File: src/rtl/necir_pkg.sv
// ----------------------------------------------------------------------------
// NEC IR frame decoder package
// Widths, codes, reset values and shared types of the decoder.
// ----------------------------------------------------------------------------
`timescale 1ns / 1ps

package necir_pkg;

    localparam int TIME_W    = 32;
    localparam int CODE_W    = 32;
    localparam int SUM_W     = TIME_W + 1;
    localparam int STATUS_W  = 2;
    localparam int CFG_W     = 16;
    localparam int CFG_IDX_W = 3;
    localparam int CNT_W     = 7;
    localparam int BIT_IDX_W = CNT_W - 1;
    localparam int CODE_SEL_W = $clog2(CODE_W);

    localparam int EDGE_CAPACITY    = 68;
    localparam int FULL_FRAME_EDGES = 67;
    localparam logic [7:0] BYTE_MASK = 8'hFF;

    // input item kinds
    localparam logic CMD_EDGE = 1'b0;
    localparam logic CMD_POLL = 1'b1;

    // result status codes
    localparam logic [STATUS_W-1:0] STATUS_IDLE   = 2'd0;
    localparam logic [STATUS_W-1:0] STATUS_REJECT = 2'd1;
    localparam logic [STATUS_W-1:0] STATUS_REPEAT = 2'd2;
    localparam logic [STATUS_W-1:0] STATUS_NEW    = 2'd3;

    // register indexes
    localparam logic [CFG_IDX_W-1:0] REG_SILENCE_LIMIT = 3'd0;
    localparam logic [CFG_IDX_W-1:0] REG_LEADER_MIN    = 3'd1;
    localparam logic [CFG_IDX_W-1:0] REG_LEADER_MAX    = 3'd2;
    localparam logic [CFG_IDX_W-1:0] REG_REPEAT_GAP    = 3'd3;
    localparam logic [CFG_IDX_W-1:0] REG_ONE_BIT_MIN   = 3'd4;

    localparam logic [CFG_W-1:0] RST_SILENCE_LIMIT = 16'd10000;
    localparam logic [CFG_W-1:0] RST_LEADER_MIN    = 16'd8000;
    localparam logic [CFG_W-1:0] RST_LEADER_MAX    = 16'd10000;
    localparam logic [CFG_W-1:0] RST_REPEAT_GAP    = 16'd2000;
    localparam logic [CFG_W-1:0] RST_ONE_BIT_MIN   = 16'd1400;

    typedef struct packed {
        logic [CFG_W-1:0] silence_limit_us;
        logic [CFG_W-1:0] leader_min_us;
        logic [CFG_W-1:0] leader_max_us;
        logic [CFG_W-1:0] repeat_gap_us;
        logic [CFG_W-1:0] one_bit_min_us;
    } cfg_t;

    typedef struct packed {
        logic [STATUS_W-1:0] status;
        logic [CODE_W-1:0]   code;
    } result_t;

    // address and command bytes must each be followed by their complement
    function automatic logic complement_ok(input logic [CODE_W-1:0] c);
        complement_ok = ((c[7:0] ^ c[15:8]) == BYTE_MASK) &&
                        ((c[23:16] ^ c[31:24]) == BYTE_MASK);
    endfunction

endpackage

File: src/rtl/necir_cfg.sv
// ----------------------------------------------------------------------------
// NEC IR decoder configuration registers
// Five 16-bit timing limits written over a simple valid/ready channel.
// ----------------------------------------------------------------------------
`timescale 1ns / 1ps

module necir_cfg (
    input  logic                             aclk,
    input  logic                             aresetn,
    input  logic                             cfg_valid,
    output logic                             cfg_ready,
    input  logic [necir_pkg::CFG_IDX_W-1:0]  cfg_index,
    input  logic [necir_pkg::CFG_W-1:0]      cfg_data,
    output necir_pkg::cfg_t                  cfg
);

    necir_pkg::cfg_t cfg_reg;
    necir_pkg::cfg_t cfg_next;

    assign cfg_ready = 1'b1;
    assign cfg       = cfg_reg;

    always_comb begin
        cfg_next = cfg_reg;
        if (cfg_valid) begin
            case (cfg_index)
                necir_pkg::REG_SILENCE_LIMIT: cfg_next.silence_limit_us = cfg_data;
                necir_pkg::REG_LEADER_MIN:    cfg_next.leader_min_us    = cfg_data;
                necir_pkg::REG_LEADER_MAX:    cfg_next.leader_max_us    = cfg_data;
                necir_pkg::REG_REPEAT_GAP:    cfg_next.repeat_gap_us    = cfg_data;
                necir_pkg::REG_ONE_BIT_MIN:   cfg_next.one_bit_min_us   = cfg_data;
                default: ;
            endcase
        end
    end

    always_ff @(posedge aclk) begin
        if (!aresetn) begin
            cfg_reg.silence_limit_us <= necir_pkg::RST_SILENCE_LIMIT;
            cfg_reg.leader_min_us    <= necir_pkg::RST_LEADER_MIN;
            cfg_reg.leader_max_us    <= necir_pkg::RST_LEADER_MAX;
            cfg_reg.repeat_gap_us    <= necir_pkg::RST_REPEAT_GAP;
            cfg_reg.one_bit_min_us   <= necir_pkg::RST_ONE_BIT_MIN;
        end else begin
            cfg_reg <= cfg_next;
        end
    end

endmodule

File: src/rtl/necir_decode.sv
// ----------------------------------------------------------------------------
// NEC IR decoder frame state
// Input register and frame state; decodes one edge or poll per cycle unless res_ready stalls a poll.
// ----------------------------------------------------------------------------
`timescale 1ns / 1ps

module necir_decode (
    input  logic                           aclk,
    input  logic                           aresetn,
    input  logic                           in_valid,
    output logic                           in_ready,
    input  logic                           in_command,
    input  logic [necir_pkg::TIME_W-1:0]   in_time_us,
    input  necir_pkg::cfg_t                cfg,
    output logic                           res_valid,
    input  logic                           res_ready,
    output necir_pkg::result_t             res
);

    localparam logic [necir_pkg::CNT_W-1:0] CAP_CNT =
        necir_pkg::CNT_W'(necir_pkg::EDGE_CAPACITY);
    localparam logic [necir_pkg::CNT_W-1:0] FULL_CNT =
        necir_pkg::CNT_W'(necir_pkg::FULL_FRAME_EDGES);
    localparam logic [necir_pkg::CNT_W-1:0] CNT_ONE   = necir_pkg::CNT_W'(1);
    localparam logic [necir_pkg::CNT_W-1:0] CNT_TWO   = necir_pkg::CNT_W'(2);
    localparam logic [necir_pkg::CNT_W-1:0] CNT_THREE = necir_pkg::CNT_W'(3);
    localparam logic [necir_pkg::CNT_W-1:0] CNT_FOUR  = necir_pkg::CNT_W'(4);

    logic                          in_valid_reg;
    logic                          command_reg;
    logic [necir_pkg::TIME_W-1:0]  time_reg;

    logic                          frame_busy_reg,       frame_busy_next;
    logic [necir_pkg::CNT_W-1:0]   edge_count_reg,       edge_count_next;
    logic [necir_pkg::TIME_W-1:0]  last_edge_time_reg,   last_edge_time_next;
    logic                          leader_ok_reg,        leader_ok_next;
    logic                          second_short_reg,     second_short_next;
    logic [necir_pkg::TIME_W-1:0]  first_half_width_reg, first_half_width_next;
    logic [necir_pkg::CODE_W-1:0]  shift_code_reg,       shift_code_next;
    logic [necir_pkg::CODE_W-1:0]  held_code_reg,        held_code_next;

    logic                            advance;
    logic [necir_pkg::TIME_W-1:0]    width;
    logic [necir_pkg::SUM_W-1:0]     pair_sum;
    logic [necir_pkg::CNT_W-1:0]     cnt;
    logic [necir_pkg::CNT_W-1:0]     pair_pos;
    logic [necir_pkg::BIT_IDX_W-1:0] bit_idx;
    logic [necir_pkg::STATUS_W-1:0]  status;

    assign advance   = in_valid_reg && ((command_reg == necir_pkg::CMD_EDGE) || res_ready);
    assign in_ready  = !in_valid_reg || advance;
    assign res_valid = in_valid_reg && (command_reg == necir_pkg::CMD_POLL);

    assign width    = time_reg - last_edge_time_reg;
    assign pair_sum = {1'b0, first_half_width_reg} + {1'b0, width};
    assign cnt      = frame_busy_reg ? edge_count_reg : '0;
    assign pair_pos = cnt - CNT_THREE;
    assign bit_idx  = pair_pos[necir_pkg::CNT_W-1:1];

    always_comb begin
        frame_busy_next       = frame_busy_reg;
        edge_count_next       = edge_count_reg;
        last_edge_time_next   = last_edge_time_reg;
        leader_ok_next        = leader_ok_reg;
        second_short_next     = second_short_reg;
        first_half_width_next = first_half_width_reg;
        shift_code_next       = shift_code_reg;
        held_code_next        = held_code_reg;
        status                = necir_pkg::STATUS_IDLE;

        if (command_reg == necir_pkg::CMD_EDGE) begin
            if (!frame_busy_reg) begin
                frame_busy_next       = 1'b1;
                edge_count_next       = '0;
                leader_ok_next        = 1'b0;
                second_short_next     = 1'b0;
                first_half_width_next = '0;
                shift_code_next       = '0;
            end
            if (cnt < CAP_CNT) begin
                if (cnt == CNT_ONE) begin
                    leader_ok_next = (width >= {16'b0, cfg.leader_min_us}) &&
                                     (width <= {16'b0, cfg.leader_max_us});
                end else if (cnt == CNT_TWO) begin
                    second_short_next = width < {16'b0, cfg.repeat_gap_us};
                end else if (cnt >= CNT_THREE) begin
                    if (!pair_pos[0]) begin
                        first_half_width_next = width;
                    end else if ((32'(bit_idx) < 32'(necir_pkg::CODE_W)) &&
                                 (pair_sum > {17'b0, cfg.one_bit_min_us})) begin
                        shift_code_next = shift_code_reg |
                            (necir_pkg::CODE_W'(1) << bit_idx[necir_pkg::CODE_SEL_W-1:0]);
                    end
                end
                last_edge_time_next = time_reg;
                edge_count_next     = cnt + CNT_ONE;
            end
        end else if (frame_busy_reg && (edge_count_reg != '0) &&
                     (width >= {16'b0, cfg.silence_limit_us})) begin
            frame_busy_next = 1'b0;
            edge_count_next = '0;
            if ((edge_count_reg < CNT_FOUR) || !leader_ok_reg) begin
                status = necir_pkg::STATUS_REJECT;
            end else if (second_short_reg) begin
                status = necir_pkg::STATUS_REPEAT;
            end else if (edge_count_reg < FULL_CNT) begin
                status = necir_pkg::STATUS_REJECT;
            end else if (!necir_pkg::complement_ok(shift_code_reg)) begin
                status = necir_pkg::STATUS_REJECT;
            end else begin
                status         = necir_pkg::STATUS_NEW;
                held_code_next = shift_code_reg;
            end
        end
    end

    assign res.status = status;
    assign res.code   = held_code_next;

    always_ff @(posedge aclk) begin
        if (!aresetn) begin
            in_valid_reg <= 1'b0;
        end else if (in_ready) begin
            in_valid_reg <= in_valid;
        end
    end

    always_ff @(posedge aclk) begin
        if (in_ready && in_valid) begin
            command_reg <= in_command;
            time_reg    <= in_time_us;
        end
    end

    always_ff @(posedge aclk) begin
        if (!aresetn) begin
            frame_busy_reg       <= 1'b0;
            edge_count_reg       <= '0;
            last_edge_time_reg   <= '0;
            leader_ok_reg        <= 1'b0;
            second_short_reg     <= 1'b0;
            first_half_width_reg <= '0;
            shift_code_reg       <= '0;
            held_code_reg        <= '0;
        end else if (advance) begin
            frame_busy_reg       <= frame_busy_next;
            edge_count_reg       <= edge_count_next;
            last_edge_time_reg   <= last_edge_time_next;
            leader_ok_reg        <= leader_ok_next;
            second_short_reg     <= second_short_next;
            first_half_width_reg <= first_half_width_next;
            shift_code_reg       <= shift_code_next;
            held_code_reg        <= held_code_next;
        end
    end

endmodule

File: src/rtl/necir_outbuf.sv
// ----------------------------------------------------------------------------
// NEC IR decoder result register
// Holds one poll result until the downstream transfer completes.
// ----------------------------------------------------------------------------
`timescale 1ns / 1ps

module necir_outbuf (
    input  logic                             aclk,
    input  logic                             aresetn,
    input  logic                             res_valid,
    output logic                             res_ready,
    input  necir_pkg::result_t               res,
    output logic                             m_tvalid,
    input  logic                             m_tready,
    output logic [necir_pkg::CODE_W-1:0]     m_tdata,
    output logic [necir_pkg::STATUS_W-1:0]   m_tuser
);

    logic               valid_reg;
    necir_pkg::result_t res_reg;

    assign res_ready = !valid_reg || m_tready;
    assign m_tvalid  = valid_reg;
    assign m_tdata   = res_reg.code;
    assign m_tuser   = res_reg.status;

    always_ff @(posedge aclk) begin
        if (!aresetn) begin
            valid_reg <= 1'b0;
        end else if (res_ready) begin
            valid_reg <= res_valid;
        end
    end

    always_ff @(posedge aclk) begin
        if (res_ready && res_valid) begin
            res_reg <= res;
        end
    end

endmodule

File: src/rtl/nec_ir_frame_decoder_core.sv
// ----------------------------------------------------------------------------
// NEC IR frame decoder core
// Decodes NEC remote frames from timestamped receiver-line edges and polls.
// ----------------------------------------------------------------------------
// Input stream (s_*): one event per transfer. s_tuser[0] is the kind (0 edge,
// 1 poll), s_tdata the 32-bit microsecond timestamp of the event.
// Result stream (m_*): one transfer per poll, none per edge. m_tuser is the
// status (0 nothing ready, 1 rejected, 2 repeat, 3 new code), m_tdata the
// last valid code (addr, ~addr, cmd, ~cmd from the low byte up).
// Config channel: cfg_index selects one of five 16-bit limits, written when
// cfg_valid is high; cfg_ready is always high. Write only while idle.
// Timing: an event is registered on accept and decoded in the next cycle;
// a poll result then enters the result register that drives m_tvalid. One
// event per cycle is sustained while results are not stalled, set by the
// combinational width subtract, compare and code-bit update on the frame state.
// Reset: limits return to their defaults, the frame closes, the held code
// clears. A stalled result stays on m_* while edges keep flowing in; a poll
// waits in the input register, and s_tready drops once it is blocked.
// ----------------------------------------------------------------------------
`timescale 1ns / 1ps

module nec_ir_frame_decoder_core (
    input  logic                             aclk,
    input  logic                             aresetn,
    input  logic                             s_tvalid,
    output logic                             s_tready,
    input  logic [necir_pkg::TIME_W-1:0]     s_tdata,   // [31:0] time_us
    input  logic [0:0]                       s_tuser,   // [0] command
    output logic                             m_tvalid,
    input  logic                             m_tready,
    output logic [necir_pkg::CODE_W-1:0]     m_tdata,   // [31:0] code
    output logic [necir_pkg::STATUS_W-1:0]   m_tuser,   // [1:0] status
    input  logic                             cfg_valid,
    output logic                             cfg_ready,
    input  logic [necir_pkg::CFG_IDX_W-1:0]  cfg_index,
    input  logic [necir_pkg::CFG_W-1:0]      cfg_data
);

    necir_pkg::cfg_t    cfg;
    necir_pkg::result_t res;
    logic               res_valid;
    logic               res_ready;

    necir_cfg u_cfg (
        .aclk      (aclk),
        .aresetn   (aresetn),
        .cfg_valid (cfg_valid),
        .cfg_ready (cfg_ready),
        .cfg_index (cfg_index),
        .cfg_data  (cfg_data),
        .cfg       (cfg)
    );

    necir_decode u_decode (
        .aclk       (aclk),
        .aresetn    (aresetn),
        .in_valid   (s_tvalid),
        .in_ready   (s_tready),
        .in_command (s_tuser[0]),
        .in_time_us (s_tdata),
        .cfg        (cfg),
        .res_valid  (res_valid),
        .res_ready  (res_ready),
        .res        (res)
    );

    necir_outbuf u_outbuf (
        .aclk      (aclk),
        .aresetn   (aresetn),
        .res_valid (res_valid),
        .res_ready (res_ready),
        .res       (res),
        .m_tvalid  (m_tvalid),
        .m_tready  (m_tready),
        .m_tdata   (m_tdata),
        .m_tuser   (m_tuser)
    );

endmodule

File: config.mk
export PLATFORM = sky130hd
export DESIGN_NAME = nec_ir_frame_decoder_core
export DESIGN_NICKNAME = d
export VERILOG_FILES = /design/src/rtl/necir_pkg.sv /design/src/rtl/necir_cfg.sv /design/src/rtl/necir_decode.sv /design/src/rtl/necir_outbuf.sv /design/src/rtl/nec_ir_frame_decoder_core.sv
export SDC_FILE = /design/constraint.sdc
export NUM_CORES = 1
export LEC_CHECK = 0
export BUFFER_PORTS_ARGS = -buffer_cell sky130_fd_sc_hd__buf_2
export CELL_PAD_IN_SITES_DETAIL_PLACEMENT = 1
export CELL_PAD_IN_SITES_GLOBAL_PLACEMENT = 2
export CORE_MARGIN = 1
export CORE_UTILIZATION = 42
export DETAILED_ROUTE_END_ITERATION = 16
export PLACE_DENSITY_LB_ADDON = 0.1
export SLEW_MARGIN = 40
export SYNTH_ARGS = -nofsm -noshare
export SYNTH_HDL_FRONTEND = slang
export SYNTH_SLANG_ARGS = --single-unit
File: constraint.sdc
create_clock -name aclk -period 11.3 [get_ports aclk]
set_input_delay 2.26 -clock aclk [delete_from_list [all_inputs] [get_ports aclk]]
set_output_delay 2.26 -clock aclk [all_outputs]
set_load 0.03 [all_outputs]
## After elaboration in Yosys (flattened, before gate mapping)

Index checks and enable logic that the tools add are counted.

- $lt $le $gt $ge: 10
- Bitwise operators: 5
- Multiplexer cells: 36
- Equal/unequal tests: 9
- $add $sub $neg: 4
- Shift operators: 1
- Reduce and logical (&&, ||, !) cells: 28

Operator list:

| operator | number |
|---|---|
| 32-bit 2-to-1 mux | 19 |
| 32-bit by 16-bit greater-or-equal comparator with 1-bit output | 2 |
| 32-bit by 32-bit adder with 33-bit output | 1 |
| 33-bit by 16-bit greater-than comparator with 1-bit output | 1 |
| 32-bit by 16-bit <= comparator with 1-bit output | 1 |
| 32-bit by 16-bit less-than comparator with 1-bit output | 1 |
| 32-bit OR | 1 |
| 1-bit by 5-bit left shift with 32-bit output, first input constant | 1 |
| 32-bit subtractor | 1 |
| 7-bit 2-to-1 mux | 4 |
| 8-bit equality test, second input constant | 2 |
| 2-bit AND reduction | 8 |
| 8-bit XOR | 2 |
| 7-bit less-than comparator, second input constant | 2 |
| 1-bit 2-to-1 mux | 10 |
| 1-bit logical AND | 9 |
| 7-bit by 1-bit adder with 7-bit output, second input constant | 1 |
| 7-bit by 1-bit equality test with 1-bit output, second input constant | 1 |
| 7-bit by 2-bit equality test with 1-bit output, second input constant | 1 |
| 7-bit by 2-bit greater-or-equal comparator with 1-bit output, second input constant | 1 |
| 7-bit by 3-bit less-than comparator with 1-bit output, second input constant | 1 |
| 7-bit nonzero test | 1 |
| 7-bit by 2-bit subtractor with 7-bit output, second input constant | 1 |
| 3-bit by 2-bit equality test with 1-bit output, second input constant | 2 |
| 11 further kinds | 19 |

- Output and inout bits: 37
- Register bits after elaboration: 287
- Bits of input ports: 57
- Word-level logic and storage cells: 113

## Depth between registers and ports, before layout

Gate-level depths: netlist of run 1.

- Depth after elaboration: 10
- Gate-level depth with buffers: 30
- Mapped depth without buffers: 29

## Cells and area by module

Synthesis of run 1 repeated with hierarchy kept, for this count alone.

- Cell total of the unflattened synthesis: 2001
- Area total of the unflattened synthesis: 17760.8 um2

Modules (own cells, without submodules):

| module | area each (um2) | cells an instance | times used |
|---|---|---|---|
| necir_decode | 13565.5 | 1666 | 1 |
| necir_cfg | 3116.7 | 296 | 1 |
| necir_outbuf | 1078.5 | 39 | 1 |

## Worst setup path before layout of run 1

OpenSTA, ideal clock, no wires.

- Kind: reg2reg
- From: register u_decode.time_reg[0] in the netlist's numbering
- To: register u_decode.shift_code_reg[30] in the netlist's numbering
- Setup time: 137 ps
- Stages on the path, launching flop included: 30
- Path buffers: 1
- Data arrival time: 5774 ps
- Path slack: 5390 ps
- Clock period less this slack: 5910 ps
- Data required time: 11163 ps
- Path through: edfxtp_1 -> inv_1 -> ha_1 -> inv_1 -> fa_1 -> a21oi_2 -> o211ai_2 -> nand2b_1 -> and2_1 -> o21ai_0 -> xor2_1 -> ha_1 -> and3_1 -> nand3_1 -> o21ai_0 -> nor3b_1 -> o21ai_0 -> xor2_1 -> ha_1 -> a22o_1 -> nor4_1 -> o2111ai_1 -> o211ai_1 -> and4_1 -> o2111ai_1 -> nor4_1 -> nand2_1 -> a211oi_1 -> clkbuf_1 -> o22ai_1

- Word-level cells in the longest chain between the ends: 10

Ends and longest elaborated chain:

| what | line | text |
|---|---|---|
| start, declared | necir_decode.sv:31 | `logic [necir_pkg::TIME_W-1:0] time_reg;` |
| start signal, assigned | necir_decode.sv:131 | `time_reg <= in_time_us;` |
| 32-bit subtractor | necir_decode.sv:54 | `assign width = time_reg - last_edge_time_reg;` |
| 32-bit by 32-bit adder with 33-bit output | necir_decode.sv:55 | `assign pair_sum = {1'b0, first_half_width_reg} + {1'b0, width};` |
| 33-bit by 16-bit greater-than comparator with 1-bit output | necir_decode.sv:90 | `(pair_sum > {17'b0, cfg.one_bit_min_us})) begin` |
| 1-bit logical AND | necir_decode.sv:89 | `end else if ((32'(bit_idx) < 32'(necir_pkg::CODE_W)) &&` |
| 32-bit 2-to-1 mux | necir_decode.sv:89 |  |
| 32-bit 2-to-1 mux | necir_decode.sv:87 | `if (!pair_pos[0]) begin` |
| 32-bit 2-to-1 mux | necir_decode.sv:86 | `end else if (cnt >= CNT_THREE) begin` |
| 32-bit 2-to-1 mux | necir_decode.sv:84 | `end else if (cnt == CNT_TWO) begin` |
| 32-bit 2-to-1 mux | necir_decode.sv:81 | `if (cnt == CNT_ONE) begin` |
| 32-bit 2-to-1 mux | necir_decode.sv:80 | `if (cnt < CAP_CNT) begin` |
| end signal, assigned | necir_decode.sv:152 | `shift_code_reg <= shift_code_next;` |
| end, declared | necir_decode.sv:39 | `logic [necir_pkg::CODE_W-1:0] shift_code_reg, shift_code_next;` |

No other way between the ends.
A chain may end at the register's enable or synchronous reset.

## Final worst setup path of run 1

- From: register u_decode.time_reg[0] in the netlist's numbering
- To: register u_decode.shift_code_reg[29] in the netlist's numbering

The elaborated chain is that of the path after synthesis.

==> flow_metrics.tcl, run 1 <==
set metrics [dict create \
    status "finished, final reports clean" \
    dr_total_vias 14200 \
    track_usage_pct 23.6 \
    wl_mm 48.6 \
    clk_pin_slew_ns 0.06 \
    cts-root-buf "clkbuf_16" \
    crit_buf_inv 4 \
    drive_above_1_share_pct 11.9 \
    required_ns 11.70 \
    min_path_type "reg -> reg" \
    synth_area_leader_cell "dfxtp_1" \
    tightest_slew_ns 0.808 \
    ys_types 75 \
    drtIter0Drc 539 \
    end_kind "flop" \
    synth_top_flop_cell "dfxtp_1" \
    ir_drop_uv 120 \
    startpoint "u_decode.time_reg[0]" \
    relSlewSlack_pct 46.0 \
    post-route-drc-count 0 \
    die_y_um 204 \
    insertion_delay_ns 0.55 \
    min_period_ns 6.88 \
    post-place-ws_ns 4.47 \
    dp_hpwl_mm 35.7 \
    leakage_nw 7.81 \
    clockBufferDepth 3 \
    tns_ns 0 \
    ios 94 \
    synthArstFlopShare_pct 0 \
    max_stage_delay_ns 0.68 \
    p_comb_share_pct 18.7 \
    swShare_pct 29.3 \
    drv_cap 0 \
    wl_per_cell_um 19.0 \
    path_depth 29 \
    r2r-end "u_decode.shift_code_reg[29]" \
    ant_nets 0 \
    largest_reg_flops 80 \
    synth_sequential_area_ratio_pct 37.4 \
    dieArea_um2 41600 \
    power_density_nw_per_um2 139 \
    crit_type "reg -> reg" \
    r2r_cells 29 \
    cts_setup_buffers 0 \
    layout_common_cells "nand2_1 (317), dfxtp_1 (220), ha_1 (148)" \
    fin_ws_ns 4.42 \
    cellInternalPower_w 0.00189 \
    whs_path_depth 2 \
    grt_pass1_vias 14400 \
    fin_util_pct 48.2 \
    switchingPower_w 0.000783 \
    worstHoldEndpoint "u_decode.last_edge_time_reg[12]" \
    io_buffers 92 \
    htree_levels 2 \
    gp_congestion 0.836 \
    cp_top_family "simple AND/OR/NAND/NOR gates" \
    critical_path.slowest_cell "nor3b_1" \
    setup_viol 0 \
    skew_ns 0.0268 \
    cts_tree "yes" \
    synth.top_cell.area_share_pct 25.7 \
    cts_hold_buf 0 \
    synth_nets 2142 \
    antenna_cells 0 \
    netlist_instances 1935 \
    syn_area_um2 17100 \
    cts_buffers 36 \
    worstHoldStart "u_decode.last_edge_time_reg[12]" \
    worstReg2RegStart "u_decode.time_reg[0]" \
    rows 73 \
    slew_viol_final 0 \
    holdWs_ns 0.460 \
    cts_resized 0 \
    drt_first_pass_iters 5 \
    worstSetupStartpointType "flop" \
    max_clock_freq_mhz 145 \
    cts_sinks 287 \
    synthToLayoutAreaGrowth_pct 12.6 \
    p_clk_share_pct 40.9 \
    grt.overflow.total 0 \
    grt_start_max_net_pins 148 \
    rsz0062_at_grt "no" \
    synth_edf_count 67 \
    ys_warn_count 0 \
    die_width_um 204 \
    ys_seq_elements 287 \
    layout_commonest_cell "nand2_1" \
    grt_pass1_wl_mm 77.8 \
    synth_area_per_cell_um2 8.86 \
    initial_utilization_pct 42.9 \
    reg2reg_slack_ns 4.42 \
    path_max_fanout 32 \
    arrival_ns 7.28 \
    hold_violations 0 \
    coreArea_um2 40000 \
    synth.area.top_cells "dfxtp_1 (26%), edfxtp_1 (12%), ha_1 (11%), nand2_1 (6.9%), a21boi_0 (3.9%)" \
    num-nets-final 2210 \
    post-route-period-util_pct 60.9 \
    antenna_found_initial 0 \
    fill_cells 4694 \
    viasPerCell 5.57 \
    pwr-share-seq_pct 40.4 \
]
[cell families (layout without fill, tap and decap cells)]
family          after synthesis  count (layout)  synth area share [%]
buf+inv                     231             324                  5.36
mux                          69              69                  4.92
fa+ha+maj                   150             150                  11.0
other cells                   1               1                0.0219
xor+xnor                     67              67                  3.42
simple gates                621             621                  17.4
flops                       287             287                  37.4
compound gates              509             509                  20.5
[per-stage QoR]
stage	cell area, um^2	total power [W]	instances
2_1_floorplan	17100	0.00143	1935
3_3_place_gp	18100	0.00159	2487
3_5_place_dp	18200	0.00160	2489
4_1_cts	19300	0.00271	2552
5_1_grt	19300	0.00281	2553
6_report	19300	0.00268	2553
[power by group through the flow]
stage               logic (W)  registers [W]  clock network, W
finish               0.000501        0.00108           0.00110
CTS                  0.000501        0.00108           0.00113
global placement     0.000486        0.00110                 0
detailed placement   0.000498        0.00110                 0
global route         0.000556        0.00108           0.00117
floorplan            0.000328        0.00110                 0
[cell type report]
cell class | instances | area (um^2) | area share, %
clock buffer | 53 | 996 | 5.16
clock inverter | 10 | 96.3 | 0.499
inverter | 141 | 529 | 2.74
multi-input combinational | 1417 | 9890 | 51.2
sequential | 287 | 6420 | 33.2
tap | 525 | 657 | 3.40
timing repair buffer | 120 | 716 | 3.71
[per-layer routing]
metal | wire length (um) | GRT usage [%]
met5 | 0 | 0
met1 | 23500 | 32.0
met3 | 1540 | 3.09
met4 | 948 | 6.34
met2 | 22600 | 39.3
[synth_stat cells, drive strengths merged, types with 6 or more instances]
master   count
nand2      318
dfxtp      220
ha         148
inv        141
a21oi       98
a21boi      91
nor2b       82
clkbuf      75
edfxtp      67
o21ai       66
nor2        48
xnor2       43
o211ai      41
mux2i       37
a21o        33
a22oi       33
mux2        32
nand4       29
nand3       26
o22ai       26
nor3        25
xor2        24
nand2b      19
o21a        19
a211oi      15
a31oi       15
buf         15
nor4        15
and3        12
o21bai       9
and2         8
or2          8
or3          8
a22o         7
o2bb2ai      7
nand3b       6
o2111ai      6
[worst min-delay path: cells and delay by family (launching register included)]
family	cells	cell delay (ns)
AOI/OAI and AO/OA	1	0.06
DFF	1	0.30
and+or+nand+nor	1	0.05
[worst max-delay path by stage]
| stage | to | slack, ns |
|---|---|---|
| 4_1_cts | u_decode.shift_code_reg[29] | 4.40 |
| 6_report | u_decode.shift_code_reg[29] | 4.42 |
| 3_5_place_dp | u_decode.shift_code_reg[29] | 4.47 |
| 3_3_place_gp | u_decode.shift_code_reg[29] | 4.67 |
| 5_1_grt | u_decode.shift_code_reg[29] | 3.87 |
| 2_1_floorplan | u_decode.shift_code_reg[30] | 5.39 |
No activity file was read; power rests on OpenSTA's default activity.
==> run 2, diff against run 1 <==
- CORE_UTILIZATION: 42 -> 39
- clock period: 11.3 -> 6.8 ns (I/O delays scaled with it)
==> flow_metrics.tcl, run 2 (synthesized netlist as in run 1, its figures left out) <==
set metrics [dict create \
    grt.overflow.total 0 \
    cp_top_family "compound AO/OA/AOI/OAI gates" \
    largest_reg_flops 80 \
    fin_ws_ns 0.593 \
    required_ns 7.22 \
    max_stage_delay_ns 0.43 \
    end_kind "flop" \
    dp.cells 2555 \
    min_path_type "reg -> reg" \
    clk_pin_slew_ns 0.06 \
    grt_start_max_net_pins 90 \
    leakage_nw 7.87 \
    layout_common_cells "nand2_1 (317), dfxtp_1 (220), ha_1 (148)" \
    arrival_ns 6.63 \
    clockBufferDepth 3 \
    ant_nets 0 \
    grt_pass1_vias 14700 \
    layout_commonest_cell "nand2_1" \
    cpMostUsedCell "ha_1" \
    die_width_um 212 \
    relSlewSlack_pct 49.7 \
    drt_first_pass_iters 5 \
    fin_util_pct 45.2 \
    initial_utilization_pct 39.7 \
    drtIter0Drc 565 \
    htree_levels 2 \
    cts_buffers 37 \
    wl_mm 49.1 \
    rsz0062_at_grt "no" \
    track_usage_pct 22.4 \
    regArea_um2 6420 \
    max_clock_freq_mhz 161 \
    antenna_found_initial 0 \
    rows 76 \
    ios 94 \
    multi_input_area_um2 9880 \
    tns_ns 0 \
    io_buffers 92 \
    cts_hold_buf 0 \
    dr_total_vias 14200 \
    viasPerCell 5.40 \
    post-place-ws_ns 0.474 \
    grt_pass1_wl_mm 79.0 \
    gp_congestion 0.838 \
    status "finished, final reports clean" \
    cts_tree "yes" \
    coreArea_um2 43200 \
    insertion_delay_ns 0.57 \
    dp_hpwl_mm 36.6 \
    hold_violations 0 \
    die_y_um 212 \
    ir_drop_uv 218 \
    synthToLayoutAreaGrowth_pct 13.7 \
    num-nets-final 2216 \
    post-route-period-util_pct 91.3 \
    fill_cells 5091 \
    crit_buf_inv 4 \
    setup_viol 0 \
    wl_per_cell_um 18.7 \
    worstSetupStartpointType "flop" \
    final_cells 2623 \
    antenna_cells 0 \
    tightest_slew_ns 0.750 \
    cts-root-buf "clkbuf_16" \
    cts_sinks 287 \
    min_period_ns 6.21 \
    design_power_total_w 0.00453 \
    power_density_nw_per_um2 232 \
    drv_cap 0 \
    critical_path.slowest_cell "ha_1" \
    path_max_fanout 32 \
    dieArea_um2 44800 \
    skew_ns 0.0370 \
    crit_type "reg -> reg" \
    slew_viol_final 0 \
    post-route-drc-count 0 \
    drive_above_1_share_pct 12.2 \
]
run 2: changes by cell type in the layout (fill, tap and decap cells not counted), sizes merged:
cell      previous run  this run
clkbuf              53        47
clkinvlp             1         3
clkinv               7        15
buf                120       125
bufinv               1         2
run 2: what timing repair did:
item,4_1_cts,5_1_grt
endpoints found under the setup margin,0,32
resized for setup,0,1
setup buffers,0,0
run 2: worst reg2reg max path: cells and delay by family, from the launching register on:
family	cells	cell delay (ns)
AND/OR/NAND/NOR	8	1.43
adder cells (fa/ha/maj)	4	1.25
XOR/XNOR	2	0.35
buffers and inverters	4	0.64
flip-flops	1	0.38
AO/OA/AOI/OAI	11	2.03
run 2: routing by layer:
layer | vias up | wire length (um) | GRT usage (%)
met4 | 0 | 1200 | 7.02
met1 | 6914 | 23600 | 29.5
met3 | 71 | 1500 | 3.12
li1 | 7026 | - | -
met5 | - | 0 | 0
met2 | 166 | 22800 | 37.6
run 2: final timing paths:
path | start | to | slack (ns) | cells past startpoint
worst max-delay path | u_decode.time_reg[0] | u_decode.shift_code_reg[29] | 0.59 | 29
worst min-delay path | u_decode.last_edge_time_reg[16] | u_decode.last_edge_time_reg[16] | 0.46 | 2
worst max register to register | u_decode.time_reg[0] | u_decode.shift_code_reg[29] | 0.59 | 29
worst min register to register | u_decode.last_edge_time_reg[16] | u_decode.last_edge_time_reg[16] | 0.46 | 2
run 2: layout make-up:
| cell class | instances | area share [%] |
|---|---|---|
| multi-input cells | 1417 | 50.7 |
| flip-flops and latches | 287 | 32.9 |
| clock buffers | 47 | 4.99 |
| repair buffers | 125 | 3.88 |
| well taps | 585 | 3.75 |
| inverters | 141 | 2.72 |
| clock inverters | 21 | 1.06 |
run 2: through the flow:
stage | hold WS (ns) | cell area, um^2
floorplan | 0.441 | 17100
global placement | 0.452 | 18200
detailed placement | 0.458 | 18300
CTS | 0.466 | 19500
global route | 0.486 | 19500
finish | 0.460 | 19500
run 2: where the power goes:
part / internal [W] / switching [W] / leakage (nW)
registers: 0.00178 / 0.0000192 / 2.47
clock network: 0.00110 / 0.000794 / 0.565
logic: 0.000312 / 0.000522 / 4.83
total: 0.00319 / 0.00134 / 7.87
